`config.mk`:
```
export PLATFORM = sky130hd
export DESIGN_NAME = static_route_table_top
export DESIGN_NICKNAME = d
export VERILOG_FILES = /design/src/rtl/srt_pkg.sv /design/src/rtl/static_route_table_top.sv /design/src/rtl/srt_front.sv /design/src/rtl/srt_queue.sv /design/src/rtl/srt_back.sv
export SDC_FILE = /design/constraint.sdc
export NUM_CORES = 2
export LEC_CHECK = 0
export BUFFER_PORTS_ARGS = -buffer_cell sky130_fd_sc_hd__buf_2
export CORE_MARGIN = 5
export CORE_UTILIZATION = 35
export DETAILED_ROUTE_END_ITERATION = 7
export SYNTH_ARGS = -nofsm -noshare
export SYNTH_HDL_FRONTEND = slang
export SYNTH_SLANG_ARGS = --single-unit
export TNS_END_PERCENT = 50
```
`constraint.sdc`:
```
create_clock -name clk_i -period 4.38 [get_ports clk_i]
set_input_delay 0.219 -clock clk_i [delete_from_list [all_inputs] [get_ports clk_i]]
set_output_delay 0.219 -clock clk_i [all_outputs]
set_load 0.02 [all_outputs]
```
`src/rtl/srt_pkg.sv`:
```
`default_nettype none
// ----------------------------------------------------------------------------
// srt_pkg: shared types and constants of the static route table
// Operation codes passed from the front classifier to the back end, result
// status codes, queue word layout and configuration register indexes.
// ----------------------------------------------------------------------------
package srt_pkg;

  localparam int ADDR_W  = 8;
  localparam int COUNT_W = 7;
  localparam int Q_DEPTH = 2;

  // input mode field
  localparam logic [1:0] MODE_ADD   = 2'd0;
  localparam logic [1:0] MODE_ROUTE = 2'd1;
  localparam logic [1:0] MODE_CLEAR = 2'd2;

  // configuration register indexes
  localparam logic CFG_GATEWAY   = 1'b0;
  localparam logic CFG_BROADCAST = 1'b1;

  typedef enum logic [2:0] {
    OP_INVALID = 3'd0,  // add with zero address or zero hop
    OP_ADD     = 3'd1,
    OP_DELIVER = 3'd2,  // upward packet for this hop or broadcast
    OP_LOOKUP  = 3'd3,  // packet needs a next hop
    OP_CLEAR   = 3'd4
  } op_e;

  typedef enum logic [2:0] {
    ST_DELIVER_UP = 3'd0,
    ST_SEND_DOWN  = 3'd1,
    ST_DROP       = 3'd2,
    ST_STORED     = 3'd3,
    ST_FULL       = 3'd4,
    ST_INVALID    = 3'd5,
    ST_CLEARED    = 3'd6
  } status_e;

  typedef struct packed {
    op_e               op;
    logic [ADDR_W-1:0] dest;
    logic [ADDR_W-1:0] hop;
  } entry_t;

endpackage
`default_nettype wire

```
`src/rtl/static_route_table_top.sv`:
```
`default_nettype none
// ----------------------------------------------------------------------------
// static_route_table_top: static routing table with default gateway
// Top level: configuration registers, classifier, queue and table back end.
// ----------------------------------------------------------------------------
// Usage
//   Input channel (in_valid_i/in_ready_o) takes one word per accepted edge:
//   mode 0 adds or updates a route, mode 1 routes a packet, mode 2 clears the
//   table. Mode 3 is accepted and gives no result. Every other word gives
//   exactly one result word on the output channel (out_valid_o/out_ready_i).
//   Config channel (cfg_valid_i/cfg_ready_o) is always ready; index 0 is the
//   default gateway (zero = none), index 1 the broadcast address. Write it
//   only while the block is idle.
//   Each word passes the queue and the output register; a next-hop lookup
//   also passes the registered hop memory read in the lookup state.
//   Throughput: one word per cycle while the receiver takes results, except
//   lookups, which hold the back end in its lookup state for the read.
//   A two-word queue separates classifier and back end; when the receiver
//   stalls, the output register holds, the queue fills and in_ready_o drops.
//   Reset clears all route valid bits, the route count and the queue, sets
//   the gateway to 0 and the broadcast address to 255. Hop memory contents
//   are not reset; an entry's hop is only used while its valid bit is set.
// ----------------------------------------------------------------------------
module static_route_table_top #(
  parameter int MAX_ROUTES = 64
) (
  input  wire logic                        clk_i,
  input  wire logic                        rst_ni,
  // input words
  input  wire logic                        in_valid_i,
  output logic                             in_ready_o,
  input  wire logic [1:0]                  mode_i,
  input  wire logic [srt_pkg::ADDR_W-1:0]  dest_address_i,
  input  wire logic [srt_pkg::ADDR_W-1:0]  hop_to_store_i,
  input  wire logic                        going_up_i,
  input  wire logic [srt_pkg::ADDR_W-1:0]  arrival_hop_i,
  // result words
  output logic                             out_valid_o,
  input  wire logic                        out_ready_i,
  output logic [2:0]                       status_o,
  output logic [srt_pkg::ADDR_W-1:0]       next_hop_out_o,
  output logic [srt_pkg::COUNT_W-1:0]      route_count_o,
  // configuration writes
  input  wire logic                        cfg_valid_i,
  output logic                             cfg_ready_o,
  input  wire logic                        cfg_index_i,
  input  wire logic [srt_pkg::ADDR_W-1:0]  cfg_data_i
);
  import srt_pkg::*;

  logic [ADDR_W-1:0] gateway_q;
  logic [ADDR_W-1:0] broadcast_q;

  entry_t push_data;
  entry_t pop_data;
  logic   q_push, q_full, q_pop, q_valid;

  // config registers; every write goes straight into its register, so the port never stalls
  assign cfg_ready_o = 1'b1;

  always_ff @(posedge clk_i or negedge rst_ni) begin
    if (!rst_ni) begin
      gateway_q   <= '0;
      broadcast_q <= '1;
    end else if (cfg_valid_i) begin
      case (cfg_index_i)
        CFG_GATEWAY:   gateway_q   <= cfg_data_i;
        CFG_BROADCAST: broadcast_q <= cfg_data_i;
        default: begin
        end
      endcase
    end
  end

  // classify incoming words; broadcast compare happens here
  srt_front u_front (
    .in_valid_i     (in_valid_i),
    .in_ready_o     (in_ready_o),
    .mode_i         (mode_i),
    .dest_address_i (dest_address_i),
    .hop_to_store_i (hop_to_store_i),
    .going_up_i     (going_up_i),
    .arrival_hop_i  (arrival_hop_i),
    .broadcast_i    (broadcast_q),
    .q_full_i       (q_full),
    .q_push_o       (q_push),
    .q_data_o       (push_data)
  );

  srt_queue u_queue (
    .clk_i        (clk_i),
    .rst_ni       (rst_ni),
    .push_i       (q_push),
    .push_data_i  (push_data),
    .full_o       (q_full),
    .pop_i        (q_pop),
    .valid_o      (q_valid),
    .pop_data_i_o (pop_data)
  );

  // table, count and output register
  srt_back #(
    .MAX_ROUTES (MAX_ROUTES)
  ) u_back (
    .clk_i          (clk_i),
    .rst_ni         (rst_ni),
    .q_valid_i      (q_valid),
    .q_data_i       (pop_data),
    .q_pop_o        (q_pop),
    .gateway_i      (gateway_q),
    .out_valid_o    (out_valid_o),
    .out_ready_i    (out_ready_i),
    .status_o       (status_o),
    .next_hop_out_o (next_hop_out_o),
    .route_count_o  (route_count_o)
  );

endmodule
`default_nettype wire

```
`src/rtl/srt_front.sv`:
```
`default_nettype none
// ----------------------------------------------------------------------------
// srt_front: input classifier
// Accepts input words, sorts them into back-end operations and pushes them
// into the queue. The unused mode is accepted and dropped.
// ----------------------------------------------------------------------------
module srt_front (
  input  wire logic                      in_valid_i,
  output logic                           in_ready_o,
  input  wire logic [1:0]                mode_i,
  input  wire logic [srt_pkg::ADDR_W-1:0] dest_address_i,
  input  wire logic [srt_pkg::ADDR_W-1:0] hop_to_store_i,
  input  wire logic                      going_up_i,
  input  wire logic [srt_pkg::ADDR_W-1:0] arrival_hop_i,
  input  wire logic [srt_pkg::ADDR_W-1:0] broadcast_i,
  input  wire logic                      q_full_i,
  output logic                           q_push_o,
  output srt_pkg::entry_t                q_data_o
);
  import srt_pkg::*;

  logic known_mode;
  logic deliver;

  assign in_ready_o = !q_full_i;
  assign deliver    = going_up_i &&
                      (dest_address_i == arrival_hop_i || dest_address_i == broadcast_i);
  assign known_mode = (mode_i == MODE_ADD) || (mode_i == MODE_ROUTE) ||
                      (mode_i == MODE_CLEAR);
  assign q_push_o   = in_valid_i && !q_full_i && known_mode;

  always_comb begin
    q_data_o.dest = dest_address_i;
    q_data_o.hop  = hop_to_store_i;
    case (mode_i)
      MODE_ADD: begin
        if (dest_address_i == '0 || hop_to_store_i == '0) begin
          q_data_o.op = OP_INVALID;
        end else begin
          q_data_o.op = OP_ADD;
        end
      end
      MODE_ROUTE: begin
        q_data_o.op = deliver ? OP_DELIVER : OP_LOOKUP;
      end
      default: begin
        q_data_o.op = OP_CLEAR;
      end
    endcase
  end

endmodule
`default_nettype wire

```
`src/rtl/srt_queue.sv`:
```
`default_nettype none
// ----------------------------------------------------------------------------
// srt_queue: short queue between classifier and back end
// Small register FIFO of operation words; lets either side stall alone.
// ----------------------------------------------------------------------------
module srt_queue (
  input  wire logic            clk_i,
  input  wire logic            rst_ni,
  input  wire logic            push_i,
  input  wire srt_pkg::entry_t push_data_i,
  output logic                 full_o,
  input  wire logic            pop_i,
  output logic                 valid_o,
  output srt_pkg::entry_t      pop_data_i_o
);
  import srt_pkg::*;

  localparam int PTR_W = (Q_DEPTH > 1) ? $clog2(Q_DEPTH) : 1;
  localparam int CNT_W = $clog2(Q_DEPTH + 1);
  localparam logic [CNT_W-1:0] DEPTH_C = CNT_W'(Q_DEPTH);
  localparam logic [PTR_W-1:0] LAST_C  = PTR_W'(Q_DEPTH - 1);

  entry_t           slot_q [Q_DEPTH];
  logic [PTR_W-1:0] wr_ptr_q, wr_ptr_d;
  logic [PTR_W-1:0] rd_ptr_q, rd_ptr_d;
  logic [CNT_W-1:0] count_q, count_d;
  logic             do_push, do_pop;

  assign full_o       = (count_q == DEPTH_C);
  assign valid_o      = (count_q != '0);
  assign pop_data_i_o = slot_q[rd_ptr_q];
  assign do_push      = push_i && !full_o;
  assign do_pop       = pop_i && valid_o;

  always_comb begin
    wr_ptr_d = wr_ptr_q;
    rd_ptr_d = rd_ptr_q;
    count_d  = count_q;
    if (do_push) begin
      wr_ptr_d = (wr_ptr_q == LAST_C) ? '0 : wr_ptr_q + 1'b1;
    end
    if (do_pop) begin
      rd_ptr_d = (rd_ptr_q == LAST_C) ? '0 : rd_ptr_q + 1'b1;
    end
    if (do_push && !do_pop) begin
      count_d = count_q + 1'b1;
    end else if (do_pop && !do_push) begin
      count_d = count_q - 1'b1;
    end
  end

  always_ff @(posedge clk_i or negedge rst_ni) begin
    if (!rst_ni) begin
      wr_ptr_q <= '0;
      rd_ptr_q <= '0;
      count_q  <= '0;
    end else begin
      wr_ptr_q <= wr_ptr_d;
      rd_ptr_q <= rd_ptr_d;
      count_q  <= count_d;
    end
  end

  always_ff @(posedge clk_i) begin
    if (do_push) begin
      slot_q[wr_ptr_q] <= push_data_i;
    end
  end

`ifndef ASSERT_OFF
  a_count_range: assert property (@(posedge clk_i) disable iff (!rst_ni)
    count_q <= DEPTH_C)
    else $error("queue count out of range");
  a_no_push_full: assert property (@(posedge clk_i) disable iff (!rst_ni)
    push_i |-> !full_o)
    else $error("push into full queue");
  a_no_pop_empty: assert property (@(posedge clk_i) disable iff (!rst_ni)
    pop_i |-> valid_o)
    else $error("pop from empty queue");
`endif

endmodule
`default_nettype wire

```
`src/rtl/srt_back.sv`:
```
`default_nettype none
// ----------------------------------------------------------------------------
// srt_back: table back end
// Executes queued operations on the 256-entry hop memory and valid bits,
// and holds the output register. Lookups pass through the S_LOOK state for the
// registered memory read.
// ----------------------------------------------------------------------------
module srt_back #(
  parameter int MAX_ROUTES = 64
) (
  input  wire logic                        clk_i,
  input  wire logic                        rst_ni,
  input  wire logic                        q_valid_i,
  input  wire srt_pkg::entry_t             q_data_i,
  output logic                             q_pop_o,
  input  wire logic [srt_pkg::ADDR_W-1:0]  gateway_i,
  output logic                             out_valid_o,
  input  wire logic                        out_ready_i,
  output logic [2:0]                       status_o,
  output logic [srt_pkg::ADDR_W-1:0]       next_hop_out_o,
  output logic [srt_pkg::COUNT_W-1:0]      route_count_o
);
  import srt_pkg::*;

  localparam int NUM_ENTRIES = 2 ** ADDR_W;
  localparam int LIMIT_INT   = (MAX_ROUTES > 127) ? 127 : MAX_ROUTES;
  localparam logic [COUNT_W-1:0] ROUTE_LIMIT = COUNT_W'(LIMIT_INT);

  localparam logic S_IDLE = 1'b0;
  localparam logic S_LOOK = 1'b1;

  logic [ADDR_W-1:0]      hop_mem [NUM_ENTRIES];
  logic [ADDR_W-1:0]      rdata_q;
  logic [NUM_ENTRIES-1:0] valid_q, valid_d;
  logic [COUNT_W-1:0]     count_q, count_d;
  logic                   state_q, state_d;
  logic                   hit_q, hit_d;
  logic                   out_valid_q, out_valid_d;
  status_e                status_q, status_d;
  logic [ADDR_W-1:0]      hop_q, hop_d;
  logic [COUNT_W-1:0]     cnt_out_q, cnt_out_d;
  logic                   out_free;
  logic                   load;
  logic                   wr_en, rd_en;
  logic [ADDR_W-1:0]      sel_hop;

  assign out_free = !out_valid_q || out_ready_i;
  assign q_pop_o  = q_valid_i && (state_q == S_IDLE) && out_free;
  assign sel_hop  = hit_q ? rdata_q : gateway_i;

  always_comb begin
    valid_d     = valid_q;
    count_d     = count_q;
    state_d     = state_q;
    hit_d       = hit_q;
    status_d    = status_q;
    hop_d       = hop_q;
    cnt_out_d   = cnt_out_q;
    load        = 1'b0;
    wr_en       = 1'b0;
    rd_en       = 1'b0;
    case (state_q)
      S_IDLE: begin
        if (q_pop_o) begin
          load  = 1'b1;
          hop_d = '0;
          case (q_data_i.op)
            OP_INVALID: begin
              status_d = ST_INVALID;
            end
            OP_ADD: begin
              if (valid_q[q_data_i.dest]) begin
                wr_en    = 1'b1;
                status_d = ST_STORED;
              end else if (count_q < ROUTE_LIMIT) begin
                wr_en                   = 1'b1;
                valid_d[q_data_i.dest]  = 1'b1;
                count_d                 = count_q + 1'b1;
                status_d                = ST_STORED;
              end else begin
                status_d = ST_FULL;
              end
            end
            OP_DELIVER: begin
              status_d = ST_DELIVER_UP;
            end
            OP_LOOKUP: begin
              // result is loaded from S_LOOK, after the registered memory read
              load    = 1'b0;
              rd_en   = 1'b1;
              hit_d   = valid_q[q_data_i.dest];
              state_d = S_LOOK;
            end
            default: begin
              valid_d  = '0;
              count_d  = '0;
              status_d = ST_CLEARED;
            end
          endcase
          cnt_out_d = count_d;
        end
      end
      default: begin
        if (out_free) begin
          load      = 1'b1;
          state_d   = S_IDLE;
          cnt_out_d = count_q;
          if (sel_hop == '0) begin
            status_d = ST_DROP;
            hop_d    = '0;
          end else begin
            status_d = ST_SEND_DOWN;
            hop_d    = sel_hop;
          end
        end
      end
    endcase

    if (load) begin
      out_valid_d = 1'b1;
    end else if (out_ready_i) begin
      out_valid_d = 1'b0;
    end else begin
      out_valid_d = out_valid_q;
    end
  end

  always_ff @(posedge clk_i or negedge rst_ni) begin
    if (!rst_ni) begin
      valid_q     <= '0;
      count_q     <= '0;
      state_q     <= S_IDLE;
      out_valid_q <= 1'b0;
    end else begin
      valid_q     <= valid_d;
      count_q     <= count_d;
      state_q     <= state_d;
      out_valid_q <= out_valid_d;
    end
  end

  // payload registers
  always_ff @(posedge clk_i) begin
    hit_q <= hit_d;
    if (load) begin
      status_q  <= status_d;
      hop_q     <= hop_d;
      cnt_out_q <= cnt_out_d;
    end
  end

  // hop memory: one write or one registered read per cycle
  always_ff @(posedge clk_i) begin
    if (wr_en) begin
      hop_mem[q_data_i.dest] <= q_data_i.hop;
    end
    if (rd_en) begin
      rdata_q <= hop_mem[q_data_i.dest];
    end
  end

  assign out_valid_o    = out_valid_q;
  assign status_o       = status_q;
  assign next_hop_out_o = hop_q;
  assign route_count_o  = cnt_out_q;

`ifndef ASSERT_OFF
  a_count_limit: assert property (@(posedge clk_i) disable iff (!rst_ni)
    count_q <= ROUTE_LIMIT)
    else $error("route count above limit");
  a_count_matches: assert property (@(posedge clk_i) disable iff (!rst_ni)
    $countones(valid_q) == int'(count_q))
    else $error("route count does not match valid bits");
  a_send_hop: assert property (@(posedge clk_i) disable iff (!rst_ni)
    (out_valid_q && status_q == ST_SEND_DOWN) |-> (hop_q != '0))
    else $error("send down with zero hop");
  a_look_no_pop: assert property (@(posedge clk_i) disable iff (!rst_ni)
    (state_q == S_LOOK) |-> !q_pop_o)
    else $error("pop during lookup");
`endif

endmodule
`default_nettype wire

```
# Word level (Yosys, flattened, before mapping)
# Memory sizes are Yosys's and may differ from the RTL's. A register that Yosys moved wholly into a read port is not among the register bits.
# Index checks and enable logic that the tools add are counted.
totals:
  word_cells: 127
  input_bits: 41
  ram_bits: 2086
  ff_bits: 304
  output_inout_bits: 21
  n_memories: 2
mem_list:
  columns: ["name", "depth", "word_bits", "rd", "rd_ports_with_merged_regs", "write_ports", "line", "rtl"]
  rows:
  - ["u_back.hop_mem", 256, 8, 1, 1, 1, "srt_back.sv:32", "logic [ADDR_W-1:0] hop_mem [NUM_ENTRIES];"]
  - ["u_queue.slot_q", 2, 19, 1, 0, 1, "srt_queue.sv:23", "entry_t slot_q [Q_DEPTH];"]
op_classes:
  add_sub_neg: 5
  n_reduce_logical: 36
  magnitude_cmp: 3
  n_eq_ne: 12
  muxes: 52
  n_bitwise: 4
op_table:
  columns: ["cell", "count"]
  rows:
  - ["2-to-1 mux 256 bit", 2]
  - ["case mux 256 bit (2 select lines)", 1]
  - ["bitwise OR 256 bit", 1]
  - ["2-to-1 mux 8 bit", 5]
  - ["2-to-1 mux 7 bit", 5]
  - ["2-to-1 mux 1 bit", 26]
  - ["logical NOT 8 bit", 3]
  - ["== test 8 bit", 2]
  - ["2-to-1 mux 3 bit", 5]
  - ["case mux 7 bit (2 select lines)", 1]
  - ["case mux 3 bit (4 select lines)", 1]
  - ["logical AND 1 bit", 10]
  - ["< comparator 8 x 9 -> 1 bit (second input constant)", 1]
  - ["binary-select mux 1 bit (select 8 bit)", 1]
  - ["demux 1 bit (select 8 bit)", 1]
  - [">= comparator 8 x 1 -> 1 bit (second input constant)", 1]
  - ["nonzero test 2 bit", 4]
  - ["adder 7 x 1 -> 7 bit (second input constant)", 1]
  - ["< comparator 7 bit (second input constant)", 1]
  - ["== test 3 x 2 -> 1 bit (second input constant)", 2]
  - ["2-to-1 mux 2 bit", 3]
  - ["case mux 3 bit (2 select lines)", 1]
  - ["AND reduction 2 bit", 3]
  - ["AND reduction 3 bit", 2]
  - ["other kinds (16)", 29]

# Longest topological paths before layout
logic_depth:
  depth_word: 9
  ltp_mapped: 15
  mapped_depth_nobuf: 9

# Modules after synthesis
# Synthesis repeated with hierarchy kept, for this count alone.
hier_totals:
  cells_unflattened: 4708
  hier_area_um2: 95919.5
modules_own_cells:
  columns: ["mod", "area_per_inst_um2", "cells_each", "instances"]
  rows:
  - ["srt_back", 93228.2, 4543, 1]
  - ["srt_queue", 1666.6, 78, 1]
  - ["static_route_table_top", 663.1, 37, 1]
  - ["srt_front", 361.6, 50, 1]

# Least setup slack after synthesis
# Ideal clock, no wire load.
synth_timing:
  path_type: "reg-to-reg"
  start: "register u_queue.rd_ptr_q"
  end: "memory u_back.hop_mem[0][0], data pin"
  setup_slack_ps: 236
  synth_period_minus_slack_ps: 4144
  path_stages_with_launch: 7
  setup_time_ps: 555
  t_arrival_ps: 3589
  cell_sequence: "dfrtp_1 buf_2 buf_6 clkbuf_1 buf_1 clkbuf_1 mux2_2"
synth_rtl:
  columns: ["element", "line", "rtl"]
  rows:
  - ["from (decl)", "srt_queue.sv:25", "logic [PTR_W-1:0] rd_ptr_q, rd_ptr_d;"]
  - ["from (signal assigned)", "srt_queue.sv:59", "rd_ptr_q <= rd_ptr_d;"]
  - ["to (decl)", "srt_back.sv:32", null]

# Final worst setup path
layout_timing:
  start: "register u_queue.rd_ptr_q"
  end: "register u_back.rdata_q[7], read port of u_back.hop_mem, data pin"
layout_between:
  elab_chain_cells: 5
layout_lines:
  columns: ["element", "line", "rtl"]
  rows:
  - ["memory read (2 x 19 bit) (*)", null, null]
  - ["== test 3 x 2 -> 1 bit", "srt_back.sv:67", "case (q_data_i.op)"]
  - ["2-to-1 mux 1 bit", "srt_back.sv:67", null]
  - ["2-to-1 mux 1 bit", "srt_back.sv:64", "if (q_pop_o) begin"]
  - ["2-to-1 mux 1 bit", "srt_back.sv:62", "case (state_q)"]
  - ["to (decl)", "srt_back.sv:33", "logic [ADDR_W-1:0] rdata_q;"]
# Mark *: on every way between the ends. The rest lies on a longest branch, timed or not.
# A chain may end at the register's enable or synchronous reset.

==> summary.md <==
| Metric | Value |
|---|---|
| Fmax achieved | `0.2274 GHz` |
| Synth cell types | `64` |
| CTS tree | `built` |
| Avg Synthesized Cell Area | `between 15 and 20 um2` |
| GR Overflow Total | `0` |
| Worst hold path type | `in -> reg` |
| Die area | `~290,000 um2` |
| Internal power | `~46 mW` |
| Crit path largest cell delay | `between 0.6 and 0.7 ns` |
| Yosys reg bits | `roughly 2,400` |
| Slew Limit Fails | `0` |
| IO Count | `62` |
| Leakage Power | `35.48 nW` |
| H-tree depth | `4` |
| Placer Congestion | `a little under 0.9` |
| Number of port buffers | `60` |
| Synth Cell Area | `a little under 100,000 um2` |
| Avg Vias per Cell | `around 5.8` |
| Total power draw | `~67 mW` |
| Largest net degree at the start of global routing | `120` |
| Setup Crit Path Kind | `reg -> reg` |
| Worst Path Buf+Inv | `2` |
| P per Cell Area | `about 590 nW/um2` |
| Tcrit/Tclk final | `100.4%` |
| Sequential area share after synthesis | `72.08%` |
| Max-cap violations | `0` |
| Initial DRC count | `around 7,400` |
| Worst slack, placed | `-0.7389 ns` |
| VDD IR max | `about 450 uV` |
| WL per Instance | `~29 um` |
| Syn_nets | `5,733` |
| Async S/R FF share, synth | `a little under an eighth` |
| Vias in the first global route | `55,790` |
| DR vias | `57,200` |
| Syn Inst Count | `~5,700` |
| Post-synth EDFFs | `between 2,000 and 2,500` |
| Startpoint types | `flop` |
| Final Hold Viols | `0` |
| Fill count | `24,520` |
| Status | `finished, violations left` |
| Final instance area | `around 110,000 um2` |
| Crit-path cells | `nand2b_1, o22ai_4, buf_4, buf_4, a22oi_1, a21oi_1, o21ai_0, nand2_1, nor4_4, o21ai_1` |
| Root Buffer | `clkbuf_16` |
| Worst path slowest cell | `o22ai_4` |
| Minimum clock period after layout | `4.398 ns` |
| Switch share | `31.77%` |
| Clk sink count | `about 2,400` |
| Crit path arrival time | `5.02 ns` |
| Chip Height | `between 500 and 600 um` |
| Critical path's top delay family | `compound AO/OA/AOI/OAI gates` |
| Initial antenna violation count | `11` |
| Unrepaired setup endpoints after global routing | `true` |
| CP Capture Type | `flop` |
| Area of placed instances | `approximately 110,000 um2` |
| Final setup fails | `2` |
| Crit-path max FO | `38` |
| Max Clock Skew | `0.1071 ns` |
| # rows | `roughly 190` |
| Post-DRT Antenna Nets | `0` |
| Most common cell after layout, fill and taps aside | `edfxtp_1` |
| Die width | `roughly 540 um` |
| Final setup TNS | `-0.01863 ns` |
| Actual slew at the worst max-slew pin | `about 1.3 ns` |
| Drt first pass iters | `7` |
| Final worst slack | `-0.01799 ns` |
| Residual DRC count | `0` |
| Combinational share of power | `between 20% and 30%` |
| Failing checks | `negative setup slack` |
| GRT Overall Usage | `18.90%` |
| Share of total power in sequential cells | `41.4%` |
| Share of layout cells above drive strength 1 | `23.78%` |
| First-pass GRT wire length | `around 410,000 um` |
| Aggregate routed wire length | `283,100 um` |
| Placeable Area | `roughly 280,000 um2` |
| Switching pwr | `21.24 mW` |
| Synth Flop Type | `edfxtp_1` |
| Ys Warns | `0` |
| Worst skew pair latency | `roughly 0.90 ns` |
| Area grow syn2layout | `16.63%` |
| Cells after DPL | `approximately 9,400` |
| Number of CTS-inserted buffers | `between 200 and 250` |
| Clock Power Share | `a little under a third` |
| Most frequent cells in the layout | `edfxtp_1 (2,113), mux4_2 (512), nand2_1 (483)` |
| Clk pin slew, worst setup/hold paths | `about 0.06 ns` |
| Clock tree buffer depth | `3` |
| Layout Nets | `6,014` |
| Slew margin rel. | `a little under an eighth` |
| Cell Count, Final, Fillers Out | `approximately 9,900` |
| Starting Density | `approximately a third` |
| HPWL Detailed | `between 150,000 and 200,000 um` |
| Worst EP required | `5.00 ns` |
| Most used cell, CP | `buf_4` |
-- worst register-to-register path, stage by stage (launching register included) --
cell	delay, ns
dfrtp_2	0.49
nand2b_1	0.23
o22ai_4	0.66
buf_4	0.62
buf_4	0.63
a22oi_1	0.22
a21oi_1	0.50
o21ai_0	0.26
nand2_1	0.17
nor4_4	0.08
o21ai_1	0.27
-- cells in the mapped netlist (11+ instances only) --
library cell / instances / share of area (%)
mux2i_1: 13 / 0.13
buf_4: 24 / 0.18
buf_2: 153 / 0.78
o22ai_1: 135 / 0.86
o31ai_1: 60 / 0.46
nand2b_1: 144 / 0.92
nor3_1: 11 / 0.056
nor4_1: 23 / 0.15
a22oi_1: 260 / 2.0
mux2_2: 27 / 0.31
inv_1: 132 / 0.51
a41oi_1: 16 / 0.14
nand2_1: 485 / 1.9
o41ai_1: 70 / 0.63
edfxtp_1: 2113 / 65
mux4_2: 512 / 12
a32o_1: 146 / 1.5
clkbuf_1: 225 / 0.86
o32ai_1: 130 / 1.2
o21ai_0: 77 / 0.39
buf_1: 36 / 0.14
dfrtp_1: 277 / 7.1
a21oi_1: 136 / 0.69
xnor2_1: 19 / 0.17
nand3_1: 14 / 0.072
nor2_1: 337 / 1.3
-- per-stage QoR --
stage          util [%]  hold WS (ns)
2_1_floorplan         -      -0.07659
5_1_grt           40.95       0.03478
4_1_cts           40.85      0.003109
3_3_place_gp      37.79        0.3356
3_5_place_dp      37.79        0.3636
6_report          40.95       0.04220
-- final timing paths --
kind	startpoint	endpoint	slack [ns]	cells past startpoint
setup / recovery	u_queue.rd_ptr_q	u_back.rdata_q[7]	-0.02	10
hold / removal	cfg_valid_i	broadcast_q[4]	0.04	3
setup reg to reg	u_queue.rd_ptr_q	u_back.rdata_q[7]	-0.02	10
hold reg to reg	u_queue.count_q[1]	u_queue.count_q[1]	0.50	1
max in group asynchronous	rst_ni	u_back.count_q[3]	2.59	4
min in group asynchronous	rst_ni	u_back.out_valid_o	0.50	3
-- cells by family (layout without fill, tap and decap cells) --
group | count (synthesis) | in the layout | synth area share [%]
buffers and inverters | 574 | 1057 | 2.503
and+or+nand+nor | 1059 | 1060 | 4.653
AOI/OAI and AO/OA | 1082 | 1082 | 8.319
other | 1 | 5 | 0.003829
muxes | 553 | 553 | 12.23
DFF | 2398 | 2398 | 72.08
xor gates and xnor gates | 21 | 21 | 0.1878
adders and majority gates | 2 | 2 | 0.02555
-- layout make-up --
| class | count | area [um2] | area share, % |
|---|---|---|---|
| Clock inverter | 144 | 1565 | 1.370 |
| Multi-Input combinational cell | 2719 | 25680 | 22.48 |
| Clock buffer | 296 | 6231 | 5.455 |
| Tap cell | 3724 | 4659 | 4.079 |
| Sequential cell | 2398 | 70590 | 61.80 |
| Inverter | 134 | 503.0 | 0.4404 |
| Antenna cell | 4 | 10.01 | 0.008763 |
| Timing Repair Buffer | 483 | 4977 | 4.358 |
-- what timing repair did --
item / 4_1_cts / 5_1_grt
endpoints found under the hold margin: 176 / 0
buffers inserted: 3 / 9
pin swaps: 2 / 6
cloned: 3 / 1
resized for setup: 73 / 46
endpoints found under the setup margin: 2196 / 1910
hold buffers: 36 / 0
-- power by group through the flow --
stage	sequential (mW)	clock, mW	combinational [mW]
detailed placement	28.1	0	18.3
global route	27.7	21.7	19.6
floorplan	28.4	0	10.0
global placement	28.1	0	18.1
CTS	27.7	20.7	18.6
finish	27.7	20.5	18.7
-- registers in the layout, indices dropped and copies added, names as in the netlist, 3 cells and up --
name / cells
u_back.next_hop_out_o: 8
broadcast_q: 8
u_back.hop_mem: 2048
u_back.count_q: 7
u_back.status_o: 3
u_back.valid_q: 256
gateway_q: 8
u_back.rdata_q: 8
u_back.route_count_o: 7
u_queue.slot_q: 38
-- layer usage --
metal	GRT usage [%]	wire [um]
met1	27.18	117600
met2	29.24	131300
met3	3.881	26080
met4	5.305	8115
met5	0	13
Power figures use the tool's default switching activity.
